**src/hdl/tpi_pkg.sv**
```systemverilog
// ----------------------------------------------------------------------------
// tpi_pkg: shared definitions for the two-pole integrator bank
// Field widths, register indexes, coefficient reset values, queue depths
// and the coefficient bundle handed from the front end to the back end.
// ----------------------------------------------------------------------------
package tpi_pkg;

  // fixed field widths
  localparam int CHAN_W    = 8;
  localparam int COEF_W    = 32;
  localparam int STATE_W   = 32;
  localparam int CFG_IDX_W = 2;

  // defaults for the top-level parameters
  localparam int CHANNELS_DEF     = 256;
  localparam int SAMPLE_WIDTH_DEF = 24;

  // queue depths: request queue between front and back, result queue at output
  localparam int IQ_DEPTH = 4;
  localparam int OQ_DEPTH = 8;

  // configuration register indexes
  typedef enum logic [CFG_IDX_W-1:0] {
    REG_COEF_A1 = 2'd0,
    REG_COEF_A2 = 2'd1,
    REG_COEF_B1 = 2'd2
  } tpi_reg_t;

  // coefficient reset values, Q2.30
  localparam logic signed [COEF_W-1:0] COEF_A1_RST = -32'sd1073741824;
  localparam logic signed [COEF_W-1:0] COEF_A2_RST = 32'sd268435456;
  localparam logic signed [COEF_W-1:0] COEF_B1_RST = 32'sd268435456;

  // filter coefficients shared by all channels
  typedef struct packed {
    logic signed [COEF_W-1:0] a1;
    logic signed [COEF_W-1:0] a2;
    logic signed [COEF_W-1:0] b1;
  } tpi_coef_t;

endpackage

```
**src/hdl/tpi_in_if.sv**
```systemverilog
// ----------------------------------------------------------------------------
// tpi_in_if: sample request channel
// Carries one channel number and one complex sample per request.
// ----------------------------------------------------------------------------
interface tpi_in_if #(
  parameter int SAMPLE_WIDTH = tpi_pkg::SAMPLE_WIDTH_DEF
);
  logic                           valid;
  logic                           ready;
  logic [tpi_pkg::CHAN_W-1:0]     channel;
  logic signed [SAMPLE_WIDTH-1:0] in_re;
  logic signed [SAMPLE_WIDTH-1:0] in_im;

  modport source (output valid, channel, in_re, in_im, input ready);
  modport sink   (input valid, channel, in_re, in_im, output ready);
endinterface

```
**src/hdl/tpi_cfg_if.sv**
```systemverilog
// ----------------------------------------------------------------------------
// tpi_cfg_if: configuration write channel
// Carries a register index and 32-bit write data per request.
// ----------------------------------------------------------------------------
interface tpi_cfg_if;
  logic                          valid;
  logic                          ready;
  logic [tpi_pkg::CFG_IDX_W-1:0] index;
  logic [tpi_pkg::COEF_W-1:0]    data;

  modport source (output valid, index, data, input ready);
  modport sink   (input valid, index, data, output ready);
endinterface

```
**src/hdl/tpi_front.sv**
```systemverilog
// ----------------------------------------------------------------------------
// tpi_front: request intake and coefficient registers
// Takes configuration writes, accepts sample requests, flags channels out
// of range and pushes each request into the queue toward the back end.
// ----------------------------------------------------------------------------
module tpi_front #(
  parameter int CHANNELS     = tpi_pkg::CHANNELS_DEF,
  parameter int SAMPLE_WIDTH = tpi_pkg::SAMPLE_WIDTH_DEF
) (
  input  logic                                          clk,
  input  logic                                          rst_n,
  tpi_in_if.sink                                        in_ch,
  tpi_cfg_if.sink                                       cfg_ch,
  input  logic                                          clearing,
  input  logic                                          q_full,
  output logic                                          q_push,
  output logic [1+tpi_pkg::CHAN_W+2*SAMPLE_WIDTH-1:0]   q_data,
  output tpi_pkg::tpi_coef_t                            coef
);

  localparam int CMP_W = ($clog2(CHANNELS + 1) > tpi_pkg::CHAN_W) ?
                         $clog2(CHANNELS + 1) : tpi_pkg::CHAN_W;

  tpi_pkg::tpi_coef_t coef_r;
  logic               cfg_wr;
  logic               in_range;

  // coefficient registers, writable at any time
  assign cfg_ch.ready = 1'b1;
  assign cfg_wr       = cfg_ch.valid & cfg_ch.ready;
  assign coef         = coef_r;

  always_ff @(posedge clk) begin
    if (!rst_n) begin
      coef_r.a1 <= tpi_pkg::COEF_A1_RST;
      coef_r.a2 <= tpi_pkg::COEF_A2_RST;
      coef_r.b1 <= tpi_pkg::COEF_B1_RST;
    end else if (cfg_wr) begin
      unique case (cfg_ch.index)
        tpi_pkg::REG_COEF_A1: coef_r.a1 <= $signed(cfg_ch.data);
        tpi_pkg::REG_COEF_A2: coef_r.a2 <= $signed(cfg_ch.data);
        tpi_pkg::REG_COEF_B1: coef_r.b1 <= $signed(cfg_ch.data);
        default: ; // unlisted index: write dropped
      endcase
    end
  end

  // intake: held off while the state clear runs or the queue is full
  assign in_ch.ready = ~q_full & ~clearing;
  assign q_push      = in_ch.valid & in_ch.ready;
  assign in_range    = (CMP_W'(in_ch.channel) < CMP_W'(CHANNELS));
  assign q_data      = {in_range, in_ch.channel, in_ch.in_re, in_ch.in_im};

endmodule

```
**src/flat_wrapper.sv**
```systemverilog
// flat-port wrapper written by rule: the top's interface ports become plain ports
module tpi_front_flat 
#(
  parameter int CHANNELS     = tpi_pkg::CHANNELS_DEF,
  parameter int SAMPLE_WIDTH = tpi_pkg::SAMPLE_WIDTH_DEF
)
  (clk, rst_n, clearing, q_full, q_push, q_data, coef, in_ch_valid, in_ch_channel, in_ch_in_re, in_ch_in_im, in_ch_ready, cfg_ch_valid, cfg_ch_index, cfg_ch_data, cfg_ch_ready);
  tpi_in_if #(.SAMPLE_WIDTH(SAMPLE_WIDTH)) in_ch_i ();
  tpi_cfg_if cfg_ch_i ();
  input  logic clk;
  input  logic rst_n;
  input  logic clearing;
  input  logic q_full;
  output logic q_push;
  output logic [1+tpi_pkg::CHAN_W+2*SAMPLE_WIDTH-1:0] q_data;
  output tpi_pkg::tpi_coef_t coef;
  input wire logic [$bits(in_ch_i.valid)-1:0] in_ch_valid;
  input wire logic [$bits(in_ch_i.channel)-1:0] in_ch_channel;
  input wire logic [$bits(in_ch_i.in_re)-1:0] in_ch_in_re;
  input wire logic [$bits(in_ch_i.in_im)-1:0] in_ch_in_im;
  output wire logic [$bits(in_ch_i.ready)-1:0] in_ch_ready;
  input wire logic [$bits(cfg_ch_i.valid)-1:0] cfg_ch_valid;
  input wire logic [$bits(cfg_ch_i.index)-1:0] cfg_ch_index;
  input wire logic [$bits(cfg_ch_i.data)-1:0] cfg_ch_data;
  output wire logic [$bits(cfg_ch_i.ready)-1:0] cfg_ch_ready;
  assign in_ch_i.valid = in_ch_valid;
  assign in_ch_i.channel = in_ch_channel;
  assign in_ch_i.in_re = in_ch_in_re;
  assign in_ch_i.in_im = in_ch_in_im;
  assign in_ch_ready = in_ch_i.ready;
  assign cfg_ch_i.valid = cfg_ch_valid;
  assign cfg_ch_i.index = cfg_ch_index;
  assign cfg_ch_i.data = cfg_ch_data;
  assign cfg_ch_ready = cfg_ch_i.ready;
  tpi_front #(.CHANNELS(CHANNELS), .SAMPLE_WIDTH(SAMPLE_WIDTH)) u_core (.clk(clk), .rst_n(rst_n), .in_ch(in_ch_i), .cfg_ch(cfg_ch_i), .clearing(clearing), .q_full(q_full), .q_push(q_push), .q_data(q_data), .coef(coef));
endmodule
```
**config.mk**
```make
export PLATFORM = sky130hd
export DESIGN_NAME = tpi_front_flat
export DESIGN_NICKNAME = d
export VERILOG_FILES = /design/src/hdl/tpi_pkg.sv /design/src/hdl/tpi_in_if.sv /design/src/hdl/tpi_cfg_if.sv /design/src/hdl/tpi_front.sv /design/src/flat_wrapper.sv
export SDC_FILE = /design/constraint.sdc
export NUM_CORES = 1
export LEC_CHECK = 0
export ABC_AREA = 1
export ABC_CLOCK_PERIOD_IN_PS = 800
export BUFFER_PORTS_ARGS = -buffer_cell sky130_fd_sc_hd__buf_2
export CAP_MARGIN = 0
export CORE_MARGIN = 4
export CORE_UTILIZATION = 40
export CTS_CLUSTER_DIAMETER = 150
export DETAILED_ROUTE_END_ITERATION = 8
export GPL_TIMING_DRIVEN = 1
export PLACE_DENSITY = 0.76
export SYNTH_ARGS = -nofsm -noshare
export SYNTH_HDL_FRONTEND = slang
export SYNTH_SLANG_ARGS = --single-unit
```
**constraint.sdc**
```tcl
create_clock -name clk -period 0.8 [get_ports clk]
set_clock_uncertainty 0.1 [all_clocks]
set_input_delay 0.04 -clock clk [delete_from_list [all_inputs] [get_ports clk]]
set_output_delay 0.04 -clock clk [all_outputs]
set_load 0.02 [all_outputs]
```
======== Word level (Yosys, flattened, before mapping) ========
Cells that the tools add are included.
storage, ports and cells
  bits in registers ....................... 96
  input port bits ......................... 96
  output and inout port bits .............. 156
  logic and storage cells ................. 13
operators by class
  equality and inequality tests ........... 2
  bitwise gates (word level) .............. 4
  reduce and logical (&&, ||, !) cells .... 4
operators by type and width
  cell                                                  count
  AND reduction 2 bit                                   3
  bitwise AND 1 bit                                     2
  equality test 2 x 1 -> 1 bit (second input constant)  1
  equality test 2 bit (second input constant)           1
  zero test 2 bit                                       1
  inverter 1 bit                                        2

======== Longest topological paths before layout ========
  word-level depth ........................ 3
  gate-level depth with buffers ........... 6
  mapped depth without buffers ............ 5

======== Worst setup path before layout ========
OpenSTA, ideal clock, no wires.
  path kind ............................... register to register
  from .................................... register u_core.coef[15] (netlist name)
  to ...................................... register u_core.coef_r, in the netlist u_core.coef[15]
  arrival ................................. 0.641 ns
  required time ........................... 0.636 ns
  setup slack ............................. -0.005 ns
  stages on the path, launching flop included .. 5
  buffers on the path ..................... 0
  cells stage by stage .................... dfxtp_1 -> inv_1 -> nand2_1 -> nand2_1 -> nor2_1
RTL lines
  element    line             text
  to (decl)  tpi_front.sv:24  tpi_pkg::tpi_coef_t coef_r;

======== Final worst setup path ========
  from .................................... register u_core.coef_r, in the netlist u_core.coef[45]
  to ...................................... output coef[45] (netlist name)
RTL lines
  element    line                text
  to (decl)  flat_wrapper.sv:16  output tpi_pkg::tpi_coef_t coef;
No word-level cell between the ends.

==> out/metrics.yaml <==
status:
  outcome: "finished, violations left"
  failed_checks: "hold timing, setup timing"
clocking:
  cts_hold_buf: 91
  cts_num_sinks: 96
  cts_root_buf: "clkbuf_8"
  cts_buffers: 9
  clockBufferDepth: 2
  clk_pin_slew_ps: 100
  clk_latency_ps: 350
  h-tree-depth: 3
  cts_tree: "done"
global_route:
  antenna_found_initial: 1
  grt_overflow: 0
  grt_pass1_wl_um: 21160
  grt_max_degree: 52
  grt_pass1_vias: 4286
  grt_usage_pct: 20.24
synthesis:
  synth-seq-cells: 96
  synth.distinct_cells: 16
  synth_area_leaders: "dfxtp_1, nand2_1, nor2_1"
  synth_top_family_by_area: "simple AND/OR/NAND/NOR gates"
  seq_area_frac_synth_pct: 42.86
  syn_inst: 671
  synth_mux_area_share_pct: 0
  syn_area_um2: 4484
  syn_avg_cell_area_um2: 6.683
  ys_warn_count: 0
  synth_simple_gate_area_share_pct: 31.78
  yosys.area.top_type: "dfxtp_1"
  synth-adder-area-share_pct: 0
  synth_compound_area_share_pct: 3.348
  synth_xor_area_share_pct: 0
  synth_top_area_share_pct: 42.86
detailed_routing:
  route.met2.wl_um: 7223
  drc: 0
  routed_wl_um: 13670
  wl_met1_um: 4938
  postRouteAntennaNets: 0
  drt_first_pass_iters: 4
  drtIter0Drc: 272
  via_count: 4391
  dr_wl_met3_um: 1014
  highest_layer: "met4"
  post_drt_via_cell_ratio: 4.522
  avgRoutedWirePerCell_um: 14.07
timing:
  drv_slew: 0
  post-route-period-util_pct: 123.2
  worst_slack_ps: -185.5
  max_freq_mhz: 1015
  holdWs_ps: -38.50
  finalHoldViolCount: 2
  setup_viol: 106
  rsz0062_at_grt: "true"
  min_period_ps: 985.5
worst_setup_path:
  worst-path-stages: 1
  slowest_stage: "dfxtp_2"
  worst-setup-path-type: "reg2out"
  crit_fanout: 2
  cp.required_ps: 660
  crit_buf_inv: 1
  critPathArrivalTime_ps: 850
  critPathCaptureType: "output port"
  reg2regPathDepth: 5
  cp_slowest_stage_delay_ps: 360
  crit_path_cell_trace: "buf_6"
  worst_setup_path_start_kind: "flop"
  critPathTopFamily: "flip-flops"
power_and_ir_drop:
  peakVddDrop_v: 0.001636
  p_leak_uw: 0.003998
  power_density_nw_per_um2: 1618
floorplanning:
  io_pins: 252
  core_um2: 10890
  die_area_um2: 12970
  start_util_pct: 41.19
  die_w_um: 113.9
  num_rows: 38
  die-height_um: 113.9
final_layout:
  drive_above_1_share_pct: 35.06
  largest_register_ff_count: 96
  areaGrowthSynthToFinish_pct: 56.03
  fin_nets: 921
  final_util_pct: 64.26
placed_design:
  gp_congestion: 0.7449
  io_buffers: 137
  dp_hpwl_um: 7126
job:
  maxCapViolCount: 0
worst_hold_path:
  min_path_cells: 3
  hold_path_class: "in2reg"
final timing paths:
kind,to,start,slack (ps)
max,coef[45],u_core.coef[45],-190
max reg2reg,u_core.coef[25],u_core.coef[25],-90
min,u_core.coef[60],cfg_ch_index[0],-40
min reg2reg,u_core.coef[95],u_core.coef[95],370
cell usage in the layout (no fill, tap or decap), types with 2 or more instances in the layout:
cell | netlist | final
nand3_4 | 2 | 2
inv_1 | 92 | 82
buf_6 | 0 | 102
inv_2 | 2 | 12
clkbuf_8 | 0 | 12
buf_2 | 21 | 26
a21oi_1 | 30 | 26
dlymetal6s4s_1 | 0 | 57
conb_1 | 1 | 2
nor2_1 | 155 | 153
buf_12 | 0 | 10
dlygate4sd3_1 | 0 | 31
a21oi_2 | 0 | 4
dfxtp_2 | 0 | 96
nor2_2 | 0 | 2
nand2_1 | 159 | 150
nand2_2 | 0 | 9
buf_4 | 67 | 9
nand3_1 | 36 | 35
nand4_1 | 2 | 2
per-layer routing:
| metal | global-route usage [%] | vias to the layer above |
|---|---|---|
| met2 | 37.97 | 194 |
| met4 | 8.314 | 0 |
| met1 | 20.80 | 1940 |
| met5 | 0 | - |
| li1 | - | 2217 |
| met3 | 6.101 | 40 |
kinds of logic after synthesis:
kind of cell,Yosys count
simple gates,356
buf+inv,188
flops,96
compound gates,30
other cells,1
synth_stat cells:
library cell	count
nor3b_1	1
nand3_1	36
nand2_1	159
inv_1	92
nand3_4	2
buf_2	21
conb_1	1
dfxtp_1	96
buf_4	67
clkbuf_1	2
buf_1	4
nor2_1	155
inv_2	2
a21oi_1	30
nand4_1	2
nor2_4	1
area by class of cell:
class | count | area (µm²)
Fill cell | 887 | 3891
Multi-Input combinational cell | 388 | 1630
Tap cell | 140 | 175.2
Clock inverter | 4 | 51.30
Clock buffer | 12 | 165.2
Sequential cell | 96 | 2042
Antenna cell | 1 | 2.502
Inverter | 94 | 352.8
Timing Repair Buffer | 236 | 2577
where the power goes:
group / switching, µW / internal [µW]
clock network: 1710 / 1700
registers: 192 / 5080
logic: 1400 / 1230
stage by stage:
stage / area [µm²] / worst slack [ps] / TNS, ps / power, µW / std cells
2_1_floorplan: 4508 / -0.1374 / -5.468 / 6716 / 672
3_3_place_gp: 4969 / -179.5 / -14090 / 6895 / 869
3_5_place_dp: 4969 / -204.8 / -15200 / 6915 / 869
4_1_cts: 6827 / -210.5 / -19750 / 11320 / 979
5_1_grt: 6997 / -237.1 / -20720 / 11900 / 971
6_report: 6997 / -185.5 / -15530 / 11320 / 971
timing repair:
item / CTS / global route
pin swaps: 2 / 11
endpoints found under the setup margin: 96 / 189
gates resized for setup: 274 / 88
hold endpoints to repair: 152 / 2
setup buffers: 3 / 8
tightest hold or removal path: stages:
cell,delay (ps)
buf_2,150
nand4_1,130
nand3_2,70
Note: power is estimated with default switching activity, not from simulation.
