<file path="src/hdl/tpi_fifo.sv">
// ----------------------------------------------------------------------------
// tpi_fifo: small register-based FIFO with show-ahead read
// Used as the request queue and as the result queue.
// ----------------------------------------------------------------------------
module tpi_fifo #(
  parameter int WIDTH = 8,
  parameter int DEPTH = 4
) (
  input  logic                         clk,
  input  logic                         rst_n,
  input  logic                         push,
  input  logic [WIDTH-1:0]             push_data,
  input  logic                         pop,
  output logic [WIDTH-1:0]             pop_data,
  output logic                         empty,
  output logic                         full,
  output logic [$clog2(DEPTH+1)-1:0]   count
);

  localparam int PW = (DEPTH > 1) ? $clog2(DEPTH) : 1;
  localparam int CW = $clog2(DEPTH + 1);

  logic [WIDTH-1:0] mem_r [DEPTH];
  logic [PW-1:0]    wr_ptr_r, wr_ptr_nxt;
  logic [PW-1:0]    rd_ptr_r, rd_ptr_nxt;
  logic [CW-1:0]    cnt_r, cnt_nxt;

  assign pop_data = mem_r[rd_ptr_r];
  assign empty    = (cnt_r == '0);
  assign full     = (cnt_r == CW'(DEPTH));
  assign count    = cnt_r;

  // pointer wrap and occupancy
  always_comb begin
    wr_ptr_nxt = wr_ptr_r;
    rd_ptr_nxt = rd_ptr_r;
    if (push) begin
      wr_ptr_nxt = (wr_ptr_r == PW'(DEPTH - 1)) ? '0 : wr_ptr_r + PW'(1);
    end
    if (pop) begin
      rd_ptr_nxt = (rd_ptr_r == PW'(DEPTH - 1)) ? '0 : rd_ptr_r + PW'(1);
    end
    unique case ({push, pop})
      2'b10:   cnt_nxt = cnt_r + CW'(1);
      2'b01:   cnt_nxt = cnt_r - CW'(1);
      default: cnt_nxt = cnt_r;
    endcase
  end

  always_ff @(posedge clk) begin
    if (!rst_n) begin
      wr_ptr_r <= '0;
      rd_ptr_r <= '0;
      cnt_r    <= '0;
    end else begin
      wr_ptr_r <= wr_ptr_nxt;
      rd_ptr_r <= rd_ptr_nxt;
      cnt_r    <= cnt_nxt;
    end
  end

  // storage, no reset
  always_ff @(posedge clk) begin
    if (push) begin
      mem_r[wr_ptr_r] <= push_data;
    end
  end

endmodule

</file>
<file path="config.mk">
export PLATFORM = sky130hd
export DESIGN_NAME = tpi_fifo
export DESIGN_NICKNAME = d
export VERILOG_FILES = /design/src/hdl/tpi_fifo.sv
export SDC_FILE = /design/constraint.sdc
export NUM_CORES = 1
export LEC_CHECK = 0
export ABC_CLOCK_PERIOD_IN_PS = 4000
export BUFFER_PORTS_ARGS = -buffer_cell sky130_fd_sc_hd__buf_2
export CAP_MARGIN = 20
export CORE_ASPECT_RATIO = 1.2
export CORE_UTILIZATION = 55
export DETAILED_ROUTE_END_ITERATION = 7
export GPL_TIMING_DRIVEN = 0
export PLACE_DENSITY_LB_ADDON = 0.25
export SYNTH_ARGS = -nofsm -noshare
export SYNTH_HDL_FRONTEND = slang
export SYNTH_SLANG_ARGS = --single-unit
</file>
<file path="constraint.sdc">
create_clock -name clk -period 4 [get_ports clk]
set_input_delay 0.8 -clock clk [delete_from_list [all_inputs] [get_ports clk]]
set_output_delay 0.8 -clock clk [all_outputs]
set_load 0.01 [all_outputs]
</file>
== Word level (Yosys, flattened, before mapping) ==
Memories as Yosys holds them, arrays and structs flattened. A register that Yosys moved wholly into a read port is not among the register bits.
Index checks and enable logic that the tools add are counted.

* Add/sub/neg operators: 4
* Eq/ne operators: 5
* Muxes and demuxes: 7
* Reduce and logical (&&, ||, !) cells: 2

{| class="wikitable"
|+ Operators with widths
! operator !! number
|-
| $mux 2 || 4
|-
| $eq 2x2->1 const B || 3
|-
| $pmux 3 s2 || 1
|-
| $add 2x1->2 const B || 2
|-
| $add 3x1->3 const B || 1
|-
| $eq 3x3->1 const B || 1
|-
| $logic_not 3->1 || 1
|-
| $sub 3x1->3 const B || 1
|-
| $eq 2x1->1 const B || 1
|-
| $mux 1 || 2
|-
| $reduce_bool 2->1 || 1
|}

* Bits in registers: 7
* RAM bits: 32
* Input port bits: 12
* Output and inout port bits: 13
* Word-level logic and storage cells: 22
* Memories kept: 1

{| class="wikitable"
|+ Memory list
! memory !! depth !! width !! read ports !! clocked after Yosys merged registers in !! wr ports !! line !! source
|-
| mem_r || 4 || 8 || 1 || 1 || 1 || 23 || <nowiki>logic [WIDTH-1:0] mem_r [DEPTH];</nowiki>
|}

== Longest topological paths before layout ==
Gate-level depths: netlist of run 1.

* Depth after elaboration: 4
* Mapped depth: 7
* Depth with buffers taken out: 7

== Least setup slack after synthesis of run 1 ==
No wires, ideal clock.

* Path kind: in2reg
* Start: in push
* End: reg cnt_r[2] (netlist: count[2])
* Setup time: 70 ps
* Arrival time: 1,998 ps
* Data required time: 3,930 ps
* Slack: 1,932 ps
* Cell stages on the path: 7
* Path buffers: 0
* Cell sequence: inv_1 -> ha_1 -> inv_1 -> fa_1 -> xor2_1 -> or3_1 -> a21boi_1

* Longest elaborated chain between the ends: 2
* Elaborated cells between the ends (all ways): 4
* Those cells by class: eq/ne: 2; mux: 1; reduce/logical: 1

{| class="wikitable"
|+ Ends and longest elaborated chain
! item !! line !! source
|-
| from (decl) || 11 || <nowiki>input logic push,</nowiki>
|-
| $eq 2x1->1 / $eq 2x2->1 (equally long branches) || 43 || <nowiki>unique case ({push, pop})</nowiki>
|-
| $pmux 3 s2 / $reduce_bool 2->1 (equally long branches) || n/a ||
|-
| to (signal assigned) || 58 || <nowiki>cnt_r <= cnt_nxt;</nowiki>
|-
| to (decl) || 26 || <nowiki>logic [CW-1:0] cnt_r, cnt_nxt;</nowiki>
|}

Several ways; a longest one is shown, not always the timed one.
A chain may end at the register's enable or synchronous reset.

==> impl_metrics.yaml, run 1 <==
logic_synthesis:
  synth_top_cell_area_share: 0.593
  yosys-top-cells-area: "edfxtp_1 (59%), dfxtp_1 (11%), mux4_2 (11%), ha_1 (4.6%), and2_1 (2.3%)"
  synth-seq-cells: 41
  synth_cell_type_count: 22
  syn_inst: 89
  syn_area_per_cell_sq_um: 18.2
  syn_area_sq_um: 1620
  synth.net_count: 108
  yosysSeqAreaShare: 0.704
  synth_top_cell_by_area: "edfxtp_1"
  ys_warn_count: 0
drt:
  vias: 847
  via_per_inst: 5.46
  route.antenna.remaining_nets: 0
  drt-initial-drc-count: 18
  route.detailed.drc: 0
  drt_pass1_iterations: 4
  wire_per_inst_um: 16.5
  routed_wl_mm: 2.56
placed_design:
  dp_cells: 147
  pre_cts_ws_ps: 1660
  place_area_sq_um: 1780
  dp_hpwl_mm: 1.86
  numPortBuffers: 24
  gp_congestion: 0.627
clock_tree:
  cts_hold_buffers: 0
  post_cts_resized: 0
  cts.htree.levels: 2
  cts.sinks: 41
  cts_tree: "built"
  clock_path_buffers: 2
  post-cts-setup-buffers: 0
  clk_latency_ps: 350
  cts_buffers: 5
  path_clk_slew_ps: 130
  root_buffer: "clkbuf_4"
timing:
  setup_viol_count_final: 0
  period_share: 0.583
  max_freq_mhz: 429
  worst_pin_slew_ps: 425
  relSlewSlack: 0.717
  hold_violations: 0
  period_minus_slack_ps: 2330
  report.final.slew_viol_count: 0
  grt_setup_unrepaired: "false"
  fin_ws_ps: 1670
  tns_ps: 0
  finalClockSkew_ps: 8.14
worst_hold_path:
  hold-path-cell-count: 2
  hold_class: "reg2reg"
setup_path:
  cp_max_fo: 8
  path_class: "reg2out"
  cp.required_ps: 3200
  worstRegToRegCells: 5
  cp-end-kind: "output pin"
  critPathLaunchType: "flop"
  worstPathArrival_ps: 1530
finish:
  fin_cells: 155
  fillers: 209
  layout-drive-gt1-share: 0.347
  fin_util: 0.669
  final_cell_mix: "edfxtp_1 (32), buf_2 (24), dfxtp_1 (9)"
  mostFrequentLayoutCell: "edfxtp_1"
  multiInputGateArea_sq_um: 442
  n_antenna_cell: 0
  seqCellArea_sq_um: 1140
  syn_to_final_growth_pct: 14.9
  design_area_sq_um: 1860
  nets: 139
global_routing:
  grt_usage: 0.194
  grt_pass1_wl_mm: 4.06
  grt_antenna_before_repair: 0
  grt_max_degree: 15
  grt_pass1_vias: 878
  grt_overflow_total: 0
floorplan:
  die_w_um: 51.6
  die_h_um: 61.5
  coreArea_sq_um: 2790
  dieArea_sq_um: 3170
  start_util: 0.582
  row_count: 21
  num_io_pins: 25
job:
  drv_cap: 0
pwr:
  vdd_drop_max_uv: 277
  leakage_nw: 0.694
  powerDensity_nw_per_um2: 449
run_status:
  run_status: "finished, final reports clean"
==> synthesized netlist by cell type <==
master / number
ha_1: 6
edfxtp_1: 32
fa_1: 1
and2_1: 6
inv_1: 6
clkbuf_2: 1
buf_6: 1
nor3b_1: 2
nand2_1: 1
a21oi_1: 1
o21a_1: 1
o21ai_0: 2
xnor2_1: 1
mux4_2: 8
a21boi_1: 1
mux2i_1: 2
dfxtp_1: 9
and3_1: 1
nor3_1: 1
or3_1: 1
nor2b_1: 4
xor2_1: 1
==> state kept, by name, summed over array words and instances (netlist names), named ones only <==
register and flops:
rd_ptr_r 2, mem_r 32, count 3, wr_ptr_r 2
==> report_power, final <==
part	internal, mW	total, mW	switching (mW)
combinational	0.0496	0.101	0.0510
clock	0.107	0.243	0.136
sequential	0.481	0.492	0.0108
total	0.638	0.836	0.198
==> critical path, stage by stage, from the launching register on <==
cell,delay [ps]
dfxtp_1,350
buf_6,160
mux4_2,510
buf_2,150
==> final timing paths <==
path / startpoint / end / slack (ps)
setup reg to reg: count[0] / count[2] / 2400
hold reg to reg: count[2] / count[2] / 530
setup / recovery: flop / pop_data[3] / 1670
hold / removal: count[2] / count[2] / 530
==> routing by layer <==
metal  vias up  wire length [um]  track usage
li1        399                 -            -
met1       418               989        0.199
met2        24              1390        0.349
met3         6               116       0.0617
met4         0                58        0.116
met5         -                 0            0
==> metrics by stage <==
step | total power [mW] | hold WS [ps]
after floorplan | 0.564 | 512
after global placement | 0.597 | 496
after detailed placement | 0.604 | 510
after CTS | 0.845 | 528
after global routing | 0.873 | 581
final | 0.836 | 525
==> kinds of logic after synthesis <==
logic type / count (synthesis) / synth area share
xor gates and xnor gates: 2 / 0.0108
DFF: 41 / 0.704
muxes: 10 / 0.123
and+or+nand+nor: 16 / 0.0610
buffers and inverters: 8 / 0.0239
AOI/OAI and AO/OA: 5 / 0.0185
adders and majority gates: 7 / 0.0586
==> cell type report <==
type | count | share of cell area
sequential | 41 | 0.612
multi-input combinational | 40 | 0.237
timing repair buffer | 24 | 0.0645
clock buffer | 6 | 0.0336
tap | 34 | 0.0228
inverter | 6 | 0.0121
clock inverter | 2 | 0.00873
buffer | 2 | 0.00873
Note: power is estimated with default switching activity, not from simulation.
==> run 2: changes to the inputs <==
Settings changed: ABC_CLOCK_PERIOD_IN_PS 4000 to 2300, CORE_UTILIZATION 55 to 54.
Clock period 4 ns to 2.3 ns, I/O delays scaled along.
==> impl_metrics.yaml, run 2 (same netlist as run 1, synthesis figures left out) <==
drt:
  routed_wl_mm: 2.31
  route.detailed.drc: 0
  drt-initial-drc-count: 25
  drt_pass1_iterations: 4
  vias: 824
  wire_per_inst_um: 14.9
  route.antenna.remaining_nets: 0
  via_per_inst: 5.32
placed_design:
  dp_hpwl_mm: 1.63
  pre_cts_ws_ps: 331
  gp_congestion: 0.671
  numPortBuffers: 24
finish:
  fin_util: 0.665
  n_antenna_cell: 0
  largest_reg_flops: 32
  nets: 139
  syn_to_final_growth_pct: 15.3
  layout-drive-gt1-share: 0.339
  largest_register: "mem_r"
  mostFrequentLayoutCell: "edfxtp_1"
  final_cell_mix: "edfxtp_1 (32), buf_2 (24), dfxtp_1 (9)"
timing:
  finalClockSkew_ps: 10.2
  grt_setup_unrepaired: "false"
  max_freq_mhz: 513
  hold_violations: 0
  period_minus_slack_ps: 1950
  worst_pin_slew_ps: 443
  period_share: 0.848
  relSlewSlack: 0.705
  tns_ps: 0
  fin_ws_ps: 349
  report.final.slew_viol_count: 0
  setup_viol_count_final: 0
setup_path:
  critPathLaunchType: "flop"
  cp-end-kind: "output pin"
  cpPeakStageDelay_ps: 510
  critPathBufInv: 2
  cp.required_ps: 1840
  crit_family: "multiplexers"
  cp_max_fo: 8
  cp_slowest_cell: "mux4_2"
  r2r_slack_ps: 720
  path_class: "reg2out"
  worstPathArrival_ps: 1490
  crit_path_cell_trace: "buf_6 > mux4_2 > buf_2"
global_routing:
  grt.met1_usage: 0.197
  gr-usage-met2: 0.315
  grt_overflow_total: 0
  grt_pass1_vias: 815
  grt_pass1_wl_mm: 3.80
  met3_usage: 0.0511
  grt-busiest-layer: "met2"
  grt_max_degree: 13
  grt_antenna_before_repair: 0
  grt_usage: 0.177
pwr:
  vdd_drop_max_uv: 607
  powerDensity_nw_per_um2: 802
  leakage_nw: 0.699
clock_tree:
  clock_path_buffers: 2
  cts.htree.levels: 2
  cts_tree: "built"
  root_buffer: "clkbuf_4"
  post_cts_resized: 0
  path_clk_slew_ps: 110
  post-cts-setup-buffers: 0
  cts_buffers: 5
  clk_latency_ps: 340
  cts.sinks: 41
  cts_hold_buffers: 0
floorplan:
  die_h_um: 62.0
  coreArea_sq_um: 2810
  die_w_um: 52.0
  start_util: 0.577
  row_count: 21
  num_io_pins: 25
  dieArea_sq_um: 3230
worst_hold_path:
  hold_class: "in2reg"
job:
  drv_cap: 0
run_status:
  run_status: "finished, final reports clean"
run 2: cell count changes in the layout (fill, tap and decap cells not counted):
cell / change
clkbuf_1: +1
clkinvlp_4: -1
clkbuf_8: +1
clkinv_4: -1
clkbuf_16: -1
bufinv_16: +1
run 2: worst reg2reg max path: cells and delay by family (launching register included):
| kind | cells | cell delay, ps |
|---|---|---|
| simple gates | 1 | 310 |
| xor+xnor | 1 | 160 |
| fa+ha+maj | 1 | 440 |
| flops | 1 | 400 |
| buf+inv | 1 | 90 |
| compound gates | 1 | 130 |
run 2: layer usage:
| layer | part of all wire | vias to the layer above | routed length (um) |
|---|---|---|---|
| li1 | - | 395 | - |
| met1 | 0.39 | 402 | 895 |
| met2 | 0.55 | 23 | 1260 |
| met3 | 0.049 | 4 | 114 |
| met4 | 0.015 | 0 | 35 |
| met5 | 0 | - | 0 |
run 2: stage by stage:
step	total power, mW	hold WS (ps)	instance area, sq um	std cells
floorplan	0.980	512	1620	89
global placement	1.04	495	1780	147
detailed placement	1.05	506	1780	147
CTS	1.51	322	1870	155
global route	1.56	325	1870	155
finish	1.50	330	1870	155
run 2: cell type report:
class	instances	area [sq um]
clock buffer	7	55.1
inverter	6	22.5
sequential	41	1140
timing repair buffer	24	120
multi-input combinational	40	442
buffer	2	16.3
tap	34	42.5
fill	189	942
clock inverter	1	30.0
run 2: final timing paths:
| check | cells past startpoint | start | end |
|---|---|---|---|
| max reg2reg | 5 | count[0] | count[2] |
| min reg2reg | 2 | count[2] | count[2] |
| max | 3 | flop | pop_data[7] |
| min | 1 | push_data[0] | mem_r[0][0] |
run 2: power by group:
group | total (mW) | internal [mW] | switching (mW) | leakage (nW)
sequential | 0.855 | 0.837 | 0.0185 | 0.368
clock | 0.469 | 0.260 | 0.210 | 0.0455
combinational | 0.174 | 0.0856 | 0.0886 | 0.286
total | 1.50 | 1.18 | 0.317 | 0.699
==> run 3: changes to the inputs <==
Settings changed: ABC_CLOCK_PERIOD_IN_PS 2300 to 1730, CORE_UTILIZATION 54 to 49.
Clock period 2.3 ns to 1.73 ns, I/O delays scaled along.
==> impl_metrics.yaml, run 3 (same netlist as run 1, synthesis figures left out) <==
floorplan:
  num_io_pins: 25
  dieArea_sq_um: 3540
  die_w_um: 54.5
  start_util: 0.521
  coreArea_sq_um: 3110
  row_count: 22
  die_h_um: 65.0
finish:
  layout-drive-gt1-share: 0.339
  largest_reg_flops: 32
  fillers: 247
  final_cell_mix: "edfxtp_1 (32), buf_2 (17), mux4_2 (8), dfxtp_1 (8), buf_6 (7)"
  n_antenna_cell: 0
  fin_cells: 157
  largest_register: "mem_r"
  seqCellArea_sq_um: 1140
  mostFrequentLayoutCell: "edfxtp_1"
  syn_to_final_growth_pct: 17.1
  nets: 139
  multiInputGateArea_sq_um: 442
placed_design:
  dp_hpwl_mm: 1.65
  numPortBuffers: 24
  dp_cells: 149
  gp_congestion: 0.685
drt:
  wire_per_inst_um: 15.0
  route.antenna.remaining_nets: 0
  via_per_inst: 5.18
  drt_pass1_iterations: 4
  drt-initial-drc-count: 33
  route.detailed.drc: 0
  routed_wl_mm: 2.35
  vias: 813
global_routing:
  grt_pass1_vias: 856
  grt_usage: 0.166
  grt_max_degree: 13
  grt_pass1_wl_mm: 3.87
  grt_antenna_before_repair: 0
  grt_overflow_total: 0
timing:
  finalClockSkew_ps: 16.0
  max_freq_mhz: 549
  tns_ps: -665
  hold_violations: 0
  setup_viol_count_final: 8
  period_share: 1.05
  worst_pin_slew_ps: 406
  relSlewSlack: 0.729
  fin_ws_ps: -90.3
  period_minus_slack_ps: 1820
  hold_ws_ps: 202
  grt_setup_unrepaired: "true"
  report.final.slew_viol_count: 0
clock_tree:
  cts.htree.levels: 2
  cts_hold_buffers: 0
  path_clk_slew_ps: 120
  cts_tree: "built"
  cts.sinks: 41
  root_buffer: "clkbuf_4"
  clk_latency_ps: 350
  cts_buffers: 5
  post-cts-setup-buffers: 0
  clock_path_buffers: 2
setup_path:
  path_class: "reg2out"
  worstRegToRegCells: 5
  cp-end-kind: "output pin"
  crit_family: "multiplexers"
  critPathBufInv: 2
  cp.required_ps: 1380
  worstPathArrival_ps: 1470
  cp_max_fo: 8
  critPathLaunchType: "flop"
  r2r_slack_ps: 140
  cpPeakStageDelay_ps: 510
  path_depth: 3
  crit_path_cell_trace: "buf_12 > mux4_2 > buf_6"
  cp_slowest_cell: "mux4_2"
pwr:
  pwr-share-clk: 0.258
  power.switching_mw: 0.435
  internal_power_mw: 1.46
  powerDensity_nw_per_um2: 996
  power_frac_comb: 0.141
  total_power_mw: 1.89
  vdd_drop_max_uv: 749
  leakage_nw: 0.704
  sw_frac_of_total: 0.230
  p_seq_frac: 0.601
job:
  drv_cap: 0
run_status:
  violations: "negative setup slack"
  run_status: "finished, violations left"
worst_hold_path:
  hold_class: "in2reg"
  hold-path-cell-count: 1
## run 3: metal layers
layer / share of wire / global-route usage / vias to the layer above
met3: 0.035 / 0.0423 / 7
met1: 0.41 / 0.180 / 391
met2: 0.52 / 0.271 / 19
met4: 0.031 / 0.115 / 0
li1: - / - / 396
met5: 0 / 0 / -
## run 3: worst paths after layout
kind / start / to
min reg2reg: count[2] / count[2]
min: push_data[3] / mem_r[1][3]
max: flop / pop_data[3]
max reg2reg: count[0] / count[2]
## run 3: layout make-up
class / instances / share of cell area
sequential: 41 / 0.601
multi-input combinational: 40 / 0.233
timing repair buffer: 24 / 0.0863
clock buffer: 8 / 0.0310
tap: 36 / 0.0237
buffer: 2 / 0.0132
inverter: 6 / 0.0119
## run 3: stage by stage
step	worst slack, ps	util	instance area [sq um]
final	-90.3	0.611	1900
after CTS	-131	0.595	1850
after global routing	-154	0.611	1900
after detailed placement	-157	0.574	1790
after floorplan	116	-	1620
after global placement	-95.5	0.574	1790
## run 3: power groups by stage
stage                     Sequential (mW)  Clock, mW  Combinational (mW)
after floorplan                      1.16          0               0.145
after global placement               1.15          0               0.229
after detailed placement             1.16          0               0.239
after CTS                            1.14      0.502               0.241
after global routing                 1.14      0.540               0.298
final                                1.14      0.488               0.267
## run 3: what timing repair did
item / 4_1_cts / 5_1_grt
resized for setup: 2 / 8
endpoints found under the setup margin: 8 / 8
cloned: 0 / 0
